[src/ppr_pkg.sv]
// types, codes and helpers for the port probe reply classifier
// no dependencies
package ppr_pkg;

  typedef enum logic [2:0] {
    OP_TCP     = 3'd0,
    OP_ICMP    = 3'd1,
    OP_UDP     = 3'd2,
    OP_TIMEOUT = 3'd3,
    OP_START   = 3'd4
  } opcode_t;

  typedef enum logic [2:0] {
    MODE_SYN  = 3'd0,
    MODE_NULL = 3'd1,
    MODE_FIN  = 3'd2,
    MODE_XMAS = 3'd3,
    MODE_ACK  = 3'd4,
    MODE_UDP  = 3'd5
  } scan_mode_t;

  typedef enum logic [2:0] {
    V_NONE     = 3'd0,
    V_OPEN     = 3'd1,
    V_CLOSED   = 3'd2,
    V_FILTERED = 3'd3,
    V_UNFILT   = 3'd4,
    V_OPENFILT = 3'd5
  } verdict_t;

  typedef enum logic [2:0] {
    REG_SCAN_MODE   = 3'd0,
    REG_TARGET_ADDR = 3'd1,
    REG_TARGET_PORT = 3'd2,
    REG_LOCAL_PORT  = 3'd3,
    REG_RETRY_LIMIT = 3'd4
  } reg_index_t;

  localparam int unsigned CFG_DATA_W = 32;
  localparam int unsigned CFG_INDEX_W = 3;

  localparam logic [15:0] LOCAL_PORT_RESET  = 16'd1025;
  localparam logic [3:0]  RETRY_LIMIT_RESET = 4'd3;

  localparam logic [7:0] ICMP_UNREACH   = 8'd3;
  localparam logic [7:0] CODE_HOST      = 8'd1;
  localparam logic [7:0] CODE_PROTO     = 8'd2;
  localparam logic [7:0] CODE_PORT      = 8'd3;
  localparam logic [7:0] CODE_NET_PROHI = 8'd9;
  localparam logic [7:0] CODE_HOST_PROH = 8'd10;
  localparam logic [7:0] CODE_ADMIN     = 8'd13;

  typedef struct packed {
    logic [2:0]  opcode;
    logic [31:0] src_addr;
    logic [15:0] src_port;
    logic [15:0] dst_port;
    logic        syn_bit;
    logic        ack_bit;
    logic        rst_bit;
    logic [7:0]  icmp_type;
    logic [7:0]  icmp_code;
    logic [15:0] inner_src_port;
    logic [15:0] inner_dst_port;
  } in_beat_t;

  typedef struct packed {
    logic [2:0] verdict;
    logic       resend;
  } out_beat_t;

  function automatic logic filter_code(input logic [7:0] code, input logic with_port);
    logic hit;
    hit = (code inside {CODE_HOST, CODE_PROTO, CODE_NET_PROHI, CODE_HOST_PROH, CODE_ADMIN});
    return hit || (with_port && code == CODE_PORT);
  endfunction

endpackage

[src/ppr_if.sv]
// valid/ready channels for input and result beats
// depends on ppr_pkg
interface ppr_in_if;
  logic               valid;
  logic               ready;
  ppr_pkg::in_beat_t  data;
  modport source (output valid, output data, input ready);
  modport sink (input valid, input data, output ready);
endinterface

interface ppr_out_if;
  logic               valid;
  logic               ready;
  ppr_pkg::out_beat_t data;
  modport source (output valid, output data, input ready);
  modport sink (input valid, input data, output ready);
endinterface

[src/port_probe_reply_classifier_core.sv]
// Port probe reply classifier. Takes one beat per cycle when the result side
// keeps up; a beat passes an input register, is judged by combinational
// compare logic against the config registers and the retry/decided state,
// and any result then moves from the input register into the output register.
// Beats that give no result (starts, unmatched replies, anything after a
// verdict) leave nothing on the output. A stalled output register holds the
// input register, so at most two beats are in flight.
// Depends on ppr_pkg and ppr_if.
module port_probe_reply_classifier_core (
  input  logic                            clk,
  input  logic                            rst,
  ppr_in_if.sink                          in_ch,
  ppr_out_if.source                       out_ch,
  input  logic                            cfg_wr_en,
  input  logic [ppr_pkg::CFG_INDEX_W-1:0] cfg_index,
  input  logic [ppr_pkg::CFG_DATA_W-1:0]  cfg_data
);
  import ppr_pkg::*;

  logic [2:0]  scan_mode;
  logic [31:0] target_addr;
  logic [15:0] target_port;
  logic [15:0] local_port;
  logic [3:0]  retry_limit;

  logic [3:0]  retries_left;
  logic [3:0]  retries_left_next;
  logic        decided;
  logic        decided_next;

  logic        s1_valid;
  in_beat_t    s1_beat;
  logic        out_valid;
  out_beat_t   out_beat;

  logic        adv;
  logic        res_valid;
  logic [2:0]  verdict;
  logic        resend;
  logic        from_host;
  logic        fwd_ports;
  logic        quoted;
  logic        tcp_mode;

  assign adv          = !out_valid || out_ch.ready;
  assign in_ch.ready  = !s1_valid || adv;
  assign out_ch.valid = out_valid;
  assign out_ch.data  = out_beat;

  always_ff @(posedge clk) begin
    if (rst) begin
      scan_mode   <= MODE_SYN;
      target_addr <= '0;
      target_port <= '0;
      local_port  <= LOCAL_PORT_RESET;
      retry_limit <= RETRY_LIMIT_RESET;
    end else if (cfg_wr_en) begin
      case (cfg_index)
        REG_SCAN_MODE:   scan_mode   <= cfg_data[2:0];
        REG_TARGET_ADDR: target_addr <= cfg_data[31:0];
        REG_TARGET_PORT: target_port <= cfg_data[15:0];
        REG_LOCAL_PORT:  local_port  <= cfg_data[15:0];
        REG_RETRY_LIMIT: retry_limit <= cfg_data[3:0];
        default: ;
      endcase
    end
  end

  // input register
  always_ff @(posedge clk) begin
    if (rst) begin
      s1_valid <= 1'b0;
    end else if (in_ch.ready) begin
      s1_valid <= in_ch.valid;
    end
  end

  always_ff @(posedge clk) begin
    if (in_ch.ready && in_ch.valid) begin
      s1_beat <= in_ch.data;
    end
  end

  // classification
  always_comb begin
    from_host = (s1_beat.src_addr == target_addr);
    fwd_ports = (s1_beat.src_port == target_port) && (s1_beat.dst_port == local_port);
    quoted    = (s1_beat.inner_src_port == local_port) &&
                (s1_beat.inner_dst_port == target_port);
    tcp_mode  = (scan_mode inside {[MODE_SYN:MODE_ACK]});

    verdict           = V_NONE;
    resend            = 1'b0;
    res_valid         = 1'b0;
    retries_left_next = retries_left;
    decided_next      = decided;

    if (s1_beat.opcode == OP_START) begin
      retries_left_next = retry_limit;
      decided_next      = 1'b0;
    end else if (!decided) begin
      case (s1_beat.opcode)
        OP_TCP: begin
          if (tcp_mode && from_host && fwd_ports) begin
            if (scan_mode == MODE_SYN) begin
              if (s1_beat.rst_bit) begin
                verdict = V_CLOSED;
              end else if (s1_beat.syn_bit || s1_beat.ack_bit) begin
                verdict = V_OPEN;
              end
            end else if (s1_beat.rst_bit) begin
              verdict = (scan_mode == MODE_ACK) ? V_UNFILT : V_CLOSED;
            end
          end
        end
        OP_ICMP: begin
          if (s1_beat.icmp_type == ICMP_UNREACH && from_host && quoted) begin
            if (tcp_mode) begin
              if (filter_code(s1_beat.icmp_code, 1'b1)) begin
                verdict = V_FILTERED;
              end
            end else if (scan_mode == MODE_UDP) begin
              if (s1_beat.icmp_code == CODE_PORT) begin
                verdict = V_CLOSED;
              end else if (filter_code(s1_beat.icmp_code, 1'b0)) begin
                verdict = V_FILTERED;
              end
            end
          end
        end
        OP_UDP: begin
          if (scan_mode == MODE_UDP && from_host && fwd_ports) begin
            verdict = V_OPEN;
          end
        end
        OP_TIMEOUT: begin
          if (retries_left != 4'd0) begin
            retries_left_next = retries_left - 4'd1;
            resend            = 1'b1;
          end else if (scan_mode inside {MODE_NULL, MODE_FIN, MODE_XMAS, MODE_UDP}) begin
            verdict = V_OPENFILT;
          end else begin
            verdict = V_FILTERED;
          end
        end
        default: ;
      endcase
      if (verdict != V_NONE) begin
        decided_next = 1'b1;
      end
      res_valid = resend || (verdict != V_NONE);
    end
  end

  always_ff @(posedge clk) begin
    if (rst) begin
      retries_left <= RETRY_LIMIT_RESET;
      decided      <= 1'b0;
      out_valid    <= 1'b0;
    end else if (adv) begin
      out_valid <= s1_valid && res_valid;
      if (s1_valid) begin
        retries_left <= retries_left_next;
        decided      <= decided_next;
      end
    end
  end

  // result register
  always_ff @(posedge clk) begin
    if (adv && s1_valid && res_valid) begin
      out_beat.verdict <= verdict;
      out_beat.resend  <= resend;
    end
  end

endmodule

[src/flat_wrapper.sv]
// flat-port wrapper written by rule: the top's interface ports become plain ports
module port_probe_reply_classifier_core_flat import ppr_pkg::*;
  (clk, rst, cfg_wr_en, cfg_index, cfg_data, in_ch_valid, in_ch_data, in_ch_ready, out_ch_valid, out_ch_data, out_ch_ready);
  ppr_in_if in_ch_i ();
  ppr_out_if out_ch_i ();
  input  logic clk;
  input  logic rst;
  input  logic cfg_wr_en;
  input  logic [ppr_pkg::CFG_INDEX_W-1:0] cfg_index;
  input  logic [ppr_pkg::CFG_DATA_W-1:0] cfg_data;
  input wire logic [$bits(in_ch_i.valid)-1:0] in_ch_valid;
  input wire logic [$bits(in_ch_i.data)-1:0] in_ch_data;
  output wire logic [$bits(in_ch_i.ready)-1:0] in_ch_ready;
  output wire logic [$bits(out_ch_i.valid)-1:0] out_ch_valid;
  output wire logic [$bits(out_ch_i.data)-1:0] out_ch_data;
  input wire logic [$bits(out_ch_i.ready)-1:0] out_ch_ready;
  assign in_ch_i.valid = in_ch_valid;
  assign in_ch_i.data = in_ch_data;
  assign in_ch_ready = in_ch_i.ready;
  assign out_ch_valid = out_ch_i.valid;
  assign out_ch_data = out_ch_i.data;
  assign out_ch_i.ready = out_ch_ready;
  port_probe_reply_classifier_core u_core (.clk(clk), .rst(rst), .in_ch(in_ch_i), .out_ch(out_ch_i), .cfg_wr_en(cfg_wr_en), .cfg_index(cfg_index), .cfg_data(cfg_data));
endmodule
[config.mk]
export PLATFORM = sky130hd
export DESIGN_NAME = port_probe_reply_classifier_core_flat
export DESIGN_NICKNAME = d
export VERILOG_FILES = /design/src/ppr_pkg.sv /design/src/ppr_if.sv /design/src/port_probe_reply_classifier_core.sv /design/src/flat_wrapper.sv
export SDC_FILE = /design/constraint.sdc
export NUM_CORES = 1
export LEC_CHECK = 0
export ABC_AREA = 1
export ABC_CLOCK_PERIOD_IN_PS = 4200
export BUFFER_PORTS_ARGS = -buffer_cell sky130_fd_sc_hd__buf_2
export CORE_ASPECT_RATIO = 1.1
export CORE_MARGIN = 2
export CORE_UTILIZATION = 56
export DETAILED_ROUTE_END_ITERATION = 12
export GPL_ROUTABILITY_DRIVEN = 0
export MAX_ROUTING_LAYER = met4
export PLACE_DENSITY = 0.86
export SKIP_CTS_REPAIR_TIMING = 1
export SYNTH_ARGS = -nofsm -noshare
export SYNTH_HDL_FRONTEND = slang
export SYNTH_SLANG_ARGS = --single-unit
[constraint.sdc]
create_clock -name clk -period 4.2 [get_ports clk]
set_input_delay 0.42 -clock clk [delete_from_list [all_inputs] [get_ports clk]]
set_output_delay 0.42 -clock clk [all_outputs]
set_load 0.05 [all_outputs]
# Word level (Yosys, flattened, before mapping)
# Cells that the tools add are included.
# word_totals
reg_bits	200
in_bits	158
out_inout_bits	6
wordCells	119
# op_classes
addsub	1
magnitude_cmp	2
eq_ne	26
muxes	31
n_reduce_logical	37
# op_table
operator	n
16-bit equality test	4
3-bit 2-to-1 mux	13
32-bit equality test	1
8-bit by 2-bit equality test with 1-bit output, second input constant	3
8-bit by 4-bit equality test with 1-bit output, second input constant	3
3-bit by 2-bit equality test with 1-bit output, second input constant	6
4-bit 2-to-1 mux	4
1-bit logical AND	13
3-bit equality test, second input constant	4
3-bit case mux with 4 select lines	1
2-bit AND reduction	6
1-bit 2-to-1 mux	11
3-bit by 1-bit equality test with 1-bit output, second input constant	3
3-bit logical NOT	3
8-bit by 1-bit equality test with 1-bit output, second input constant	1
4-bit nonzero test	2
1-bit logical OR	5
5-bit AND reduction	1
5-bit nonzero test	1
2-bit 2-to-1 mux	2
2-bit nonzero test	2
4-bit by 1-bit subtractor with 4-bit output, second input constant	1
3-bit by 1-bit >= comparator with 1-bit output, second input constant	1
3-bit less-or-equal comparator, second input constant	1
4 further kinds	5

# Longest topological paths before layout
# depth
word_depth	15
ltp_mapped	14
ltp_nobuf	14

# Worst setup path after synthesis
# No wires, ideal clock.
# synth_path
path_type	reg-to-reg
startpoint	reg u_core.out_valid, in the netlist u_core.out_ch.valid
endpoint	reg u_core.s1_beat[0] in the netlist's numbering (enable)
t_arrival_ps	3413
required_time_ps	3729
path_slack_ps	316
path_stages_with_launch	6
synth_period_minus_slack_ps	3884
path_cell_list	dfxtp_1 > inv_1 > nor2_1 > nand2_1 > nand2_1 > inv_1
# synth_via
elab_chain_cells	4
# synth_lines
item	line_no	rtl
start: declaration	port_probe_reply_classifier_core.sv:33	logic out_valid;
start signal: assignment	port_probe_reply_classifier_core.sv:161	out_valid <= s1_valid && res_valid;
1-bit logical NOT	port_probe_reply_classifier_core.sv:45	assign adv = !out_valid || out_ch.ready;
1-bit logical OR	port_probe_reply_classifier_core.sv:45	
1-bit logical OR	port_probe_reply_classifier_core.sv:46	assign in_ch.ready = !s1_valid || adv;
via in_ch_ready	flat_wrapper.sv:13	output wire logic [$bits(in_ch_i.ready)-1:0] in_ch_ready;
1-bit logical AND	port_probe_reply_classifier_core.sv:79	if (in_ch.ready && in_ch.valid) begin
end signal: assignment	port_probe_reply_classifier_core.sv:80	s1_beat <= in_ch.data;
end: declaration	port_probe_reply_classifier_core.sv:32	in_beat_t s1_beat;
# The timed path passes the listed nets, and every way through them passes these cells.
# A chain may end at the register's enable or synchronous reset.

# Worst setup path in the final report
# layout_path
startpoint	reg u_core.s1_beat[14] in the netlist's numbering
endpoint	reg u_core.out_beat (netlist bit u_core.out_ch.data[0]) (enable)
# layout_via
elab_chain_cells	12
# layout_lines
item	line_no	rtl
16-bit equality test	port_probe_reply_classifier_core.sv:89	(s1_beat.inner_dst_port == target_port);
1-bit logical AND	port_probe_reply_classifier_core.sv:88	quoted = (s1_beat.inner_src_port == local_port) &&
1-bit logical AND	port_probe_reply_classifier_core.sv:117	if (s1_beat.icmp_type == ICMP_UNREACH && from_host && quoted) begin
3-bit 2-to-1 mux	port_probe_reply_classifier_core.sv:117	
3-bit case mux with 4 select lines	port_probe_reply_classifier_core.sv:102	case (s1_beat.opcode)
3-bit 2-to-1 mux	port_probe_reply_classifier_core.sv:101	end else if (!decided) begin
3-bit 2-to-1 mux	port_probe_reply_classifier_core.sv:98	if (s1_beat.opcode == OP_START) begin
3-bit nonzero test	port_probe_reply_classifier_core.sv:151	res_valid = resend || (verdict != V_NONE);
1-bit logical OR	port_probe_reply_classifier_core.sv:151	
1-bit 2-to-1 mux	port_probe_reply_classifier_core.sv:101	
1-bit 2-to-1 mux	port_probe_reply_classifier_core.sv:98	
1-bit logical AND	port_probe_reply_classifier_core.sv:171	if (adv && s1_valid && res_valid) begin
end: declaration	port_probe_reply_classifier_core.sv:34	out_beat_t out_beat;
# Every way passes these cells. The select of a mux whose other input is x is not followed.

==> results.cfg <==
[route]
drt_wl_total_um = 21000
wl_per_cell_um = 14.7
drt-vias-per-instance = 5.11
drtPass1Iterations = 6
detail-route-antenna-nets = 0
vias = 7290
drc = 0
drtIter0Drc = 553

[logic_synthesis]
syn_nets = 1206
synth_cells = 1047
synth_top_flop_cell = edfxtp_1
synth_xor_area_frac = 0.0383
syn_area_per_cell_um2 = 8.53
yosysTopAreaCell = edfxtp_1
synth_simple_gate_area_share = 0.222
seq_area_frac_synth = 0.585
synthTopCellsByCount = nand2_1, nor2_1, inv_1, edfxtp_1, o21ai_0
synth.most_common_cell = nand2_1
synth_compound_area_frac = 0.0797
syn_area_um2 = 8930
synth_mux_area_frac = 0
synth_top_family_by_area = simple AND/OR/NAND/NOR gates
synthArstFlopShare = 0
ys_seq_elements = 200
synth_edf_count = 122
ys_types = 32
synthTopCellsByArea = edfxtp_1, dfxtp_1, nand2_1
yosysTopAreaCellShare = 0.410
synth-adder-area-share = 0.00140
yosysWarnings = 0

[clock_tree]
cts_buffers = 17
htree_num_levels = 4
clkSinkCount = 200
cts_buffer_depth = 2
insertion_delay_ps = 440
cts_tree = yes
root_buffer = clkbuf_16
path_clk_slew_ps = 70

[timing]
finalHoldViolCount = 0
skew_ps = 8.46
fin_crit_ps = 2260
worst_pin_slew_ps = 877
fmax_mhz = 442
rsz0062_at_grt = false
holdWs_ps = 156
post-route-period-util = 0.539
relSlewSlack = 0.415
final-setup-viol-count = 0
slew_viol_final = 0
fin_tns_setup_ps = 0

[die]
core_region_area_um2 = 15700
die_w_um = 124
dieHeight_um = 136
rows = 48
io_pins = 164
initial_utilization = 0.570
design.die.area_um2 = 17000

[place]
place_inst = 1395
dp_hpwl_um = 15300
port_buffers = 163

[final_layout]
final_cell_count_no_fill = 1427
fin_util = 0.674
final-seq-area_um2 = 5230
multi_input_comb_area_um2 = 3050
finalNetCount = 1373
area_growth_syn_to_layout_pct = 18.3
drive_gt1_frac = 0.179
num_antenna_cells = 0
nFillCells = 1218

[setup_path]
r2r_cells = 11
crit_fanout = 4
worst_r2r_startpoint = u_core.s1_beat[14]$_DFFE_PP_
rrSetupSlack_ps = 1940
crit_arrival_ps = 2400
required_ps = 4340
end_kind = flip-flop
rr_endpoint = u_core.out_ch.data[0]$_SDFFCE_PP0P_
startpoint_type = flip-flop
timing.setup.critical_path_class = reg -> reg

[grt]
grt_pass1_wl_um = 33700
grtUsageTotal = 0.263
grt_max_degree = 62
grt_pass1_vias = 7127
grt-ovfl-total = 0
antenna_found_initial = 0

[power]
peakVddDrop_uv = 277
power.density_nw_per_um2 = 401
leakage_nw = 4.80

[hold_path]
hold_class = in -> reg
worstHoldPathCells = 1
hp-start = in_ch_data[50]
min_delay_worst_endpoint = u_core.s1_beat[50]$_DFFE_PP_

[flow_run]
cap_violations = 0

[outcome]
status = finished clean
-- kinds of logic after synthesis --
group                      after synthesis
AOI/OAI and AO/OA                      137
xor gates and xnor gates                39
adders and majority gates                1
buffers and inverters                  173
DFF                                    200
and+or+nand+nor                        497
-- report_power, final --
group / total, mW / internal (mW) / switching (mW)
clock network: 1.65 / 0.943 / 0.702
registers: 2.24 / 2.18 / 0.0603
logic: 0.351 / 0.141 / 0.209
-- flip-flops by register name (all words and copies together) (netlist names) --
register / flops
u_core.decided: 1
u_core.local_port: 16
u_core.out_ch.data: 4
u_core.out_ch.valid: 1
u_core.retries_left: 4
u_core.retry_limit: 4
u_core.s1_beat: 118
u_core.s1_valid: 1
u_core.scan_mode: 3
u_core.target_addr: 32
u_core.target_port: 16
-- worst max path at each step --
stage / startpoint / end / slack, ps / cells past startpoint
3_3_place_gp: cfg_wr_en / u_core.target_addr[6]$_SDFFE_PP0P_ / 1740 / 9
4_1_cts: u_core.s1_beat[14]$_DFFE_PP_ / u_core.out_ch.data[0]$_SDFFCE_PP0P_ / 2000 / 11
6_report: u_core.s1_beat[14]$_DFFE_PP_ / u_core.out_ch.data[0]$_SDFFCE_PP0P_ / 1940 / 11
3_5_place_dp: cfg_index[2] / u_core.target_addr[10]$_SDFFE_PP0P_ / 1670 / 8
2_1_floorplan: u_core.out_ch.valid$_SDFFE_PP0N_ / u_core.s1_beat[0]$_DFFE_PP_ / 320 / 5
5_1_grt: u_core.s1_beat[14]$_DFFE_PP_ / u_core.out_ch.data[0]$_SDFFCE_PP0P_ / 1800 / 11
-- through the flow --
step	setup WS, ps	area, um2	total power [mW]
2_1_floorplan	316	8930	2.47
3_3_place_gp	1740	9960	2.61
3_5_place_dp	1670	9960	2.63
4_1_cts	2000	10600	4.25
5_1_grt	1800	10600	4.38
6_report	1940	10600	4.24
-- metal layers --
layer | GRT usage | vias to the layer above | part of all wire
met3 | 0.0582 | 49 | 0.077
met4 | 0.102 | 0 | 0.027
li1 | - | 3650 | -
met5 | - | - | 0
met2 | 0.441 | 310 | 0.49
met1 | 0.311 | 3281 | 0.41
-- cell usage in the layout, fill, tap and decap left out, types with 2 or more instances in the layout --
| master | synthesis | routed |
|---|---|---|
| a21oi_1 | 48 | 48 |
| a21oi_2 | 2 | 2 |
| a31oi_1 | 2 | 2 |
| and2_1 | 2 | 2 |
| buf_2 | 2 | 163 |
| buf_4 | 0 | 2 |
| bufinv_16 | 0 | 2 |
| clkbuf_16 | 0 | 18 |
| clkbuf_8 | 0 | 2 |
| clkinv_1 | 2 | 5 |
| clkinv_2 | 0 | 2 |
| clkinv_4 | 0 | 3 |
| dfxtp_1 | 78 | 78 |
| edfxtp_1 | 122 | 122 |
| inv_1 | 144 | 142 |
| inv_2 | 9 | 9 |
| nand2_1 | 272 | 272 |
| nand2_2 | 3 | 3 |
| nand3_1 | 26 | 26 |
| nand4_1 | 7 | 7 |
| nor2_1 | 168 | 168 |
| nor2_2 | 3 | 3 |
| nor3_1 | 5 | 5 |
| nor3_2 | 2 | 2 |
| o211ai_1 | 4 | 4 |
| o21ai_0 | 79 | 79 |
| or2_2 | 4 | 4 |
| xnor2_1 | 24 | 24 |
| xor2_1 | 15 | 15 |
-- area by class of cell --
class                           count  share of cell area
Clock buffer                       21              0.0456
Clock inverter                     11              0.0114
Inverter                          155              0.0553
Multi-Input combinational cell    674               0.289
Sequential cell                   200               0.495
Tap cell                          200              0.0237
Timing Repair Buffer              166              0.0805
-- worst max-delay path, cell delays in order, from the launching register on --
cell,delay [ps]
edfxtp_1,400
xnor2_1,300
nand3_1,130
nor2_1,230
nand3_1,130
nor2_1,200
nand3_1,90
nand3_1,90
nand2_1,90
nand4_1,120
nand2_2,70
inv_1,130
No activity file was read; power rests on OpenSTA's default activity.
